File: src/uvs_div.sv
// ----------------------------------------------------------------------------
// UV sphere divider lane
// Pipelined restoring divider: floor((num * 2^FRAC_W + den/2) / den) for num <= den.
// ----------------------------------------------------------------------------
module uvs_div #(
    parameter int DEN_W  = 11,
    parameter int FRAC_W = 32,
    parameter int STAGES = 8
) (
    input  logic              i_clk,
    input  logic              i_en,
    input  logic [DEN_W-1:0]  i_num,
    input  logic [DEN_W-1:0]  i_den,
    output logic [FRAC_W:0]   o_quo
);

    localparam int STEPS = (FRAC_W + STAGES - 1) / STAGES;

    logic [FRAC_W-1:0] w_bias;
    logic              w_init_int;
    logic [DEN_W-1:0]  w_init_rem;

    logic [DEN_W-1:0]  w_rem_in [STAGES];
    logic [FRAC_W:0]   w_quo_in [STAGES];
    logic [DEN_W-1:0]  n_rem    [STAGES];
    logic [FRAC_W:0]   n_quo    [STAGES];
    logic [DEN_W-1:0]  r_rem    [STAGES];
    logic [FRAC_W:0]   r_quo    [STAGES];

    // The rounding bias den/2 sits in the low bits of the shifted numerator.
    assign w_bias     = {{(FRAC_W-DEN_W+1){1'b0}}, i_den[DEN_W-1:1]};
    assign w_init_int = (i_num >= i_den);
    assign w_init_rem = w_init_int ? (i_num - i_den) : i_num;

    for (genvar s = 0; s < STAGES; s++) begin : g_stage
        if (s == 0) begin : g_first
            assign w_rem_in[s] = w_init_rem;
            assign w_quo_in[s] = {w_init_int, {FRAC_W{1'b0}}};
        end else begin : g_next
            assign w_rem_in[s] = r_rem[s-1];
            assign w_quo_in[s] = r_quo[s-1];
        end

        always_comb begin : p_step
            logic [DEN_W:0]  rem;
            logic [FRAC_W:0] quo;
            rem = {1'b0, w_rem_in[s]};
            quo = w_quo_in[s];
            for (int g = 0; g < STEPS; g++) begin
                if (s * STEPS + g < FRAC_W) begin
                    rem = {rem[DEN_W-1:0], w_bias[FRAC_W-1-(s*STEPS+g)]};
                    if (rem >= {1'b0, i_den}) begin
                        rem = rem - {1'b0, i_den};
                        quo[FRAC_W-1-(s*STEPS+g)] = 1'b1;
                    end
                end
            end
            n_rem[s] = rem[DEN_W-1:0];
            n_quo[s] = quo;
        end
    end

    always_ff @(posedge i_clk) begin
        if (i_en) begin
            r_rem <= n_rem;
            r_quo <= n_quo;
        end
    end

    assign o_quo = r_quo[STAGES-1];

endmodule

File: config.mk
export PLATFORM = sky130hd
export DESIGN_NAME = uvs_div
export DESIGN_NICKNAME = d
export VERILOG_FILES = /design/src/uvs_div.sv
export SDC_FILE = /design/constraint.sdc
export NUM_CORES = 1
export LEC_CHECK = 0
export BUFFER_PORTS_ARGS = -buffer_cell sky130_fd_sc_hd__buf_2
export CAP_MARGIN = 20
export CORE_ASPECT_RATIO = 1.1
export CORE_MARGIN = 2
export CORE_UTILIZATION = 55
export CTS_CLUSTER_DIAMETER = 100
export CTS_CLUSTER_SIZE = 10
export DETAILED_ROUTE_END_ITERATION = 10
export MAX_ROUTING_LAYER = met4
export PLACE_DENSITY = 0.71
export SETUP_SLACK_MARGIN = 0.5
export SLEW_MARGIN = 20
export SYNTH_ARGS = -nofsm -noshare
export SYNTH_HDL_FRONTEND = slang
export SYNTH_SLANG_ARGS = --single-unit
File: constraint.sdc
create_clock -name i_clk -period 31.4 [get_ports i_clk]
set_input_delay 3.14 -clock i_clk [delete_from_list [all_inputs] [get_ports i_clk]]
set_output_delay 3.14 -clock i_clk [all_outputs]
set_load 0.1 [all_outputs]
; After elaboration in Yosys (flattened, before gate mapping)
; Cells that the tools add are included.
[word_totals]
reg_bits = 229
input_bits = 24
output_inout_bits = 33
word_cells = 149
[op_classes]
n_mux = 36
n_lt_le_gt_ge = 33
addsub = 32
[op_table]
columns = operator, count
row1 = 12-bit by 11-bit >= comparator with 1-bit output, 32
row2 = 11-bit 2-to-1 mux, 32
row3 = 11-bit subtractor, 32
row4 = 11-bit >= comparator, 1
row5 = 1-bit 2-to-1 mux, 4

; Longest topological paths before layout
[logic_depth]
ltp_word = 10
depth_mapped = 50
depth_no_buf = 49

; Least setup slack after synthesis
; No wires, ideal clock.
[synth_path]
path_kind = in2reg
from = in i_den[1]
to = reg r_rem[79] in the netlist's numbering (data pin)
setup_slack_ns = 17.325
setup_time_ns = 0.260
path_stages = 47
arrival_ns = 13.815
cell_sequence = inv_1 -> ha_1 -> nor2b_1 -> o31a_1 -> o21a_1 -> nor2_2 -> inv_2 -> mux2_2 -> ha_1 -> a21o_1 -> a211o_1 -> o22a_1 -> a211o_1 -> nor2_4 -> inv_2 -> mux2_2 -> ha_1 -> a21o_1 -> [... 11 more ...] -> a21oi_1 -> o21ai_0 -> a221oi_1 -> and3_1 -> inv_2 -> mux2_2 -> ha_1 -> o21a_1 -> o21ai_1 -> a21boi_0 -> o21ai_0 -> nand2b_1 -> nand4_1 -> a31oi_1 -> or3_1 -> a211o_1 -> buf_6 -> mux2_4
[synth_via]
elab_chain_len = 10
[synth_rtl]
columns = element, line_no
row1 = "start, declared", 13  ; input logic [DEN_W-1:0] i_den,
row2 = 11-bit >= comparator (*), 32  ; assign w_init_int = (i_num >= i_den);
row3 = named net g_stage[0].p_step.quo[32], 46  ; logic [FRAC_W:0] quo;
row4 = 11-bit 2-to-1 mux (*), 33  ; assign w_init_rem = w_init_int ? (i_num - i_den) : i_num;
row5 = 11-bit subtractor / 12-bit by 11-bit >= comparator with 1-bit output (equally long branches), "53, 52"
row6 = 11-bit 2-to-1 mux (*), 52  ; if (rem >= {1'b0, i_den}) begin
row7 = 11-bit subtractor / 12-bit by 11-bit >= comparator with 1-bit output (equally long branches), "53, 52"
row8 = 11-bit 2-to-1 mux (*), 52
row9 = 12-bit by 11-bit >= comparator with 1-bit output / 11-bit subtractor (equally long branches), "52, 53"
row10 = 11-bit 2-to-1 mux (*), 52
row11 = 11-bit subtractor / 12-bit by 11-bit >= comparator with 1-bit output (equally long branches), "53, 52"
row12 = 11-bit 2-to-1 mux (*), 52
row13 = named net g_stage[0].p_step.rem[2], 45  ; logic [DEN_W:0] rem;
row14 = "end signal, assigned", 65  ; r_rem <= n_rem;
row15 = "end, declared", 27  ; logic [DEN_W-1:0] r_rem [STAGES];
; Mark *: on every way through the listed nets, which the timed path passes. The rest lies on a longest branch.
; A chain may end at the register's enable or synchronous reset.

; Worst setup path after layout
[layout_path]
from = in i_den[8]
to = reg r_rem[87] in the netlist's numbering (data pin)
[layout_via]
elab_chain_len = 10
[layout_rtl]
columns = element, line_no
row1 = 11-bit >= comparator (*), 32
row2 = named net g_stage[0].p_step.quo[32], 46
row3 = 11-bit 2-to-1 mux (*), 33
row4 = 11-bit subtractor / 12-bit by 11-bit >= comparator with 1-bit output (equally long branches), "53, 52"
row5 = 11-bit 2-to-1 mux (*), 52
row6 = 11-bit subtractor / 12-bit by 11-bit >= comparator with 1-bit output (equally long branches), "53, 52"
row7 = 11-bit 2-to-1 mux (*), 52
row8 = 11-bit subtractor / 12-bit by 11-bit >= comparator with 1-bit output (equally long branches), "53, 52"
row9 = 11-bit 2-to-1 mux (*), 52
row10 = 11-bit subtractor / 12-bit by 11-bit >= comparator with 1-bit output (equally long branches), "53, 52"
row11 = 11-bit 2-to-1 mux (*), 52
row12 = named net g_stage[0].p_step.rem[10], 45
; Marked as above.

==> flow_summary.toml <==
[detailed_routing]
drc = 0
finalWirelength_mm = 66.1
ant_nets = 0
detail_route.iter0.violations = 1538
viasPerCell = 6.30
routedWlPerCell_um = 18.9
drtPass1Iterations = 5
via_count = 22031

[placement]
port_buffers = 56
dp_cells = 3470
place.gp.congestion = 0.930
hpwlAfterDp_mm = 48.4
place_area_um2 = 26700

[worst_hold_path]
hold_path_class = "register to register"
min_path_cells = 0

[final_layout]
final_cell_area_um2 = 27400
nNetsFinal = 3292
area_growth_pct = 6.62
drive_above_1_share_pct = 13.1
diodes = 0
stdcell_count = 3499
fillers = 3940

[sta]
max-slew-margin-rel_pct = 32.1
fin_crit_sh_pct = 46.7
report.final.slew_viol_count = 0
tightest_slew_ns = 1.02
skew_ns = 0.00983
finalHoldViolations = 0
timing.fmax_mhz = 68.2
grt_setup_unrepaired = "no"
period_minus_slack_ns = 14.65
fin_tns_setup_ns = 0
setup_viol = 0

[worst_setup_path]
crit_type = "input pin to register"
arrival_ns = 14.95
worstPathRequired_ns = 31.70
crit_family = "compound AO/OA/AOI/OAI gates"
crit_buf_inv = 7
critical_path.max_stage_delay_ns = 0.49
worst_r2r_path_depth = 35
crit_path_start_kind = "input pin"
cp_slowest_cell = "a211o_1"
crit_path_max_fanout = 12
crit_cells = 48
end_kind = "register"

[floorplan]
die_w_um = 210
rows = 83
die_y_um = 231
core-area_um2 = 46400
dieArea_um2 = 48500
io_pins = 57
initial_core_util_pct = 55.4

[logic_synthesis]
ys_warn_count = 0
synth.avg_cell_area_um2 = 9.07
synthFlopType = "edfxtp_1"
synth_top_area_share_pct = 26.7
async_flop_share_pct = 0
synth_common_cells = "ha_1, nor2_1, edfxtp_1"
synth_fp_nets = 3226
synth_top_area_cell = "edfxtp_1"
ys_types = 96
syn-instance-count = 2838
synth_edf_count = 229
yosysMostFrequentCell = "ha_1"
ys_seq_area_share_pct = 26.7
syn_area_um2 = 25700
ys_ff_latch = 229
ys_top_cells_by_area = "edfxtp_1, ha_1, mux2_2, nor2_1, a21oi_1"

[clocking]
clkSinkCount = 229
cts_buffers = 27
clkTransAtPathRegs_ns = 0.06
cts_buffer_depth = 3
postCtsHoldBufs = 0
ctsResizeCount = 0
htreeDepth = 1
insertion_delay_ns = 0.56
cts_tree = "done"
cts_root_buffer = "clkbuf_16"
post-cts-setup-buffers = 0

[grt]
grt_max_degree = 99
overflow = 0
antenna_found_initial = 0
grt_pass1_wl_mm = 107
grt_pass1_vias = 21515
grt_use_total_pct = 27.9

[status]
outcome = "finished, final reports clean"

[run]
drv_cap = 0
worst reg2reg max path: cells and delay by family (launching register included):
kind	cells	cell delay, ns
and+or+nand+nor	4	1.89
AOI/OAI and AO/OA	24	5.67
muxes	3	1.24
DFF	1	0.44
adders and majority gates	4	1.42
final cells by class:
| class | instances | area, um2 | share of cell area, % |
|---|---|---|---|
| sequential | 229 | 6880 | 25.1 |
| clock inverter | 2 | 13.8 | 0.0502 |
| timing repair buffer | 80 | 483 | 1.76 |
| tap | 595 | 744 | 2.71 |
| clock buffer | 27 | 676 | 2.46 |
| inverter | 190 | 716 | 2.61 |
| multi-input combinational | 2376 | 17900 | 65.3 |
layout by cell type (no fill, tap or decap), types with 21 or more instances in the layout:
master	count
buf_2	55
nand3_1	61
clkbuf_16	27
mux2_2	178
xnor2_1	104
o21ai_0	182
inv_1	173
a21o_1	58
nand2_1	163
or2_2	26
o21a_1	52
o31ai_1	27
buf_4	23
mux2i_1	38
nor2_1	287
edfxtp_1	229
nor3_1	76
nand2b_1	27
and3_1	21
nor2b_1	67
xor2_1	54
a21oi_1	195
a21boi_0	51
ha_1	348
o211ai_1	22
nand4_1	31
stage by stage:
stage | setup slack, ns | hold slack, ns | utilization [%]
after floorplan | 17.32 | 0.400 | -
after global placement | 16.65 | 0.400 | 57.6
after detailed placement | 16.37 | 0.405 | 57.6
after CTS | 16.91 | 0.407 | 59.1
after global routing | 15.99 | 0.422 | 59.1
final | 16.75 | 0.407 | 59.1
sequential cells by signal (all words and copies together) (netlist names):
| signal | count |
|---|---|
| g_stage.p_step.quo | 119 |
| o_quo | 33 |
| r_rem | 77 |
cell families after synthesis:
logic type,share of synthesized area [%]
AND/OR/NAND/NOR,16.1
flip-flops,26.7
multiplexers,10.5
XOR/XNOR,5.38
buffers and inverters,3.64
AO/OA/AOI/OAI,19.5
adder cells (fa/ha/maj),18.2
layer usage:
layer | wire length (um) | up-vias | global-route usage [%]
met2 | 31500 | 595 | 47.2
met1 | 28600 | 10535 | 34.4
met3 | 3310 | 155 | 2.80
li1 | - | 10746 | -
met5 | 0 | - | -
met4 | 2600 | 0 | 11.1
path summary, 6_finish.rpt:
path / startpoint / to / slack (ns)
worst min-delay path: g_stage[6].p_step.quo[27] / g_stage[7].p_step.quo[27] / 0.41
worst min register to register: g_stage[6].p_step.quo[27] / g_stage[7].p_step.quo[27] / 0.41
worst max-delay path: i_den[8] / r_rem[87] / 16.75
worst max register to register: r_rem[33] / r_rem[32] / 20.51
Power is not shown: default switching activity piles up to over one toggle a cycle in this logic, so the estimate is an artifact.
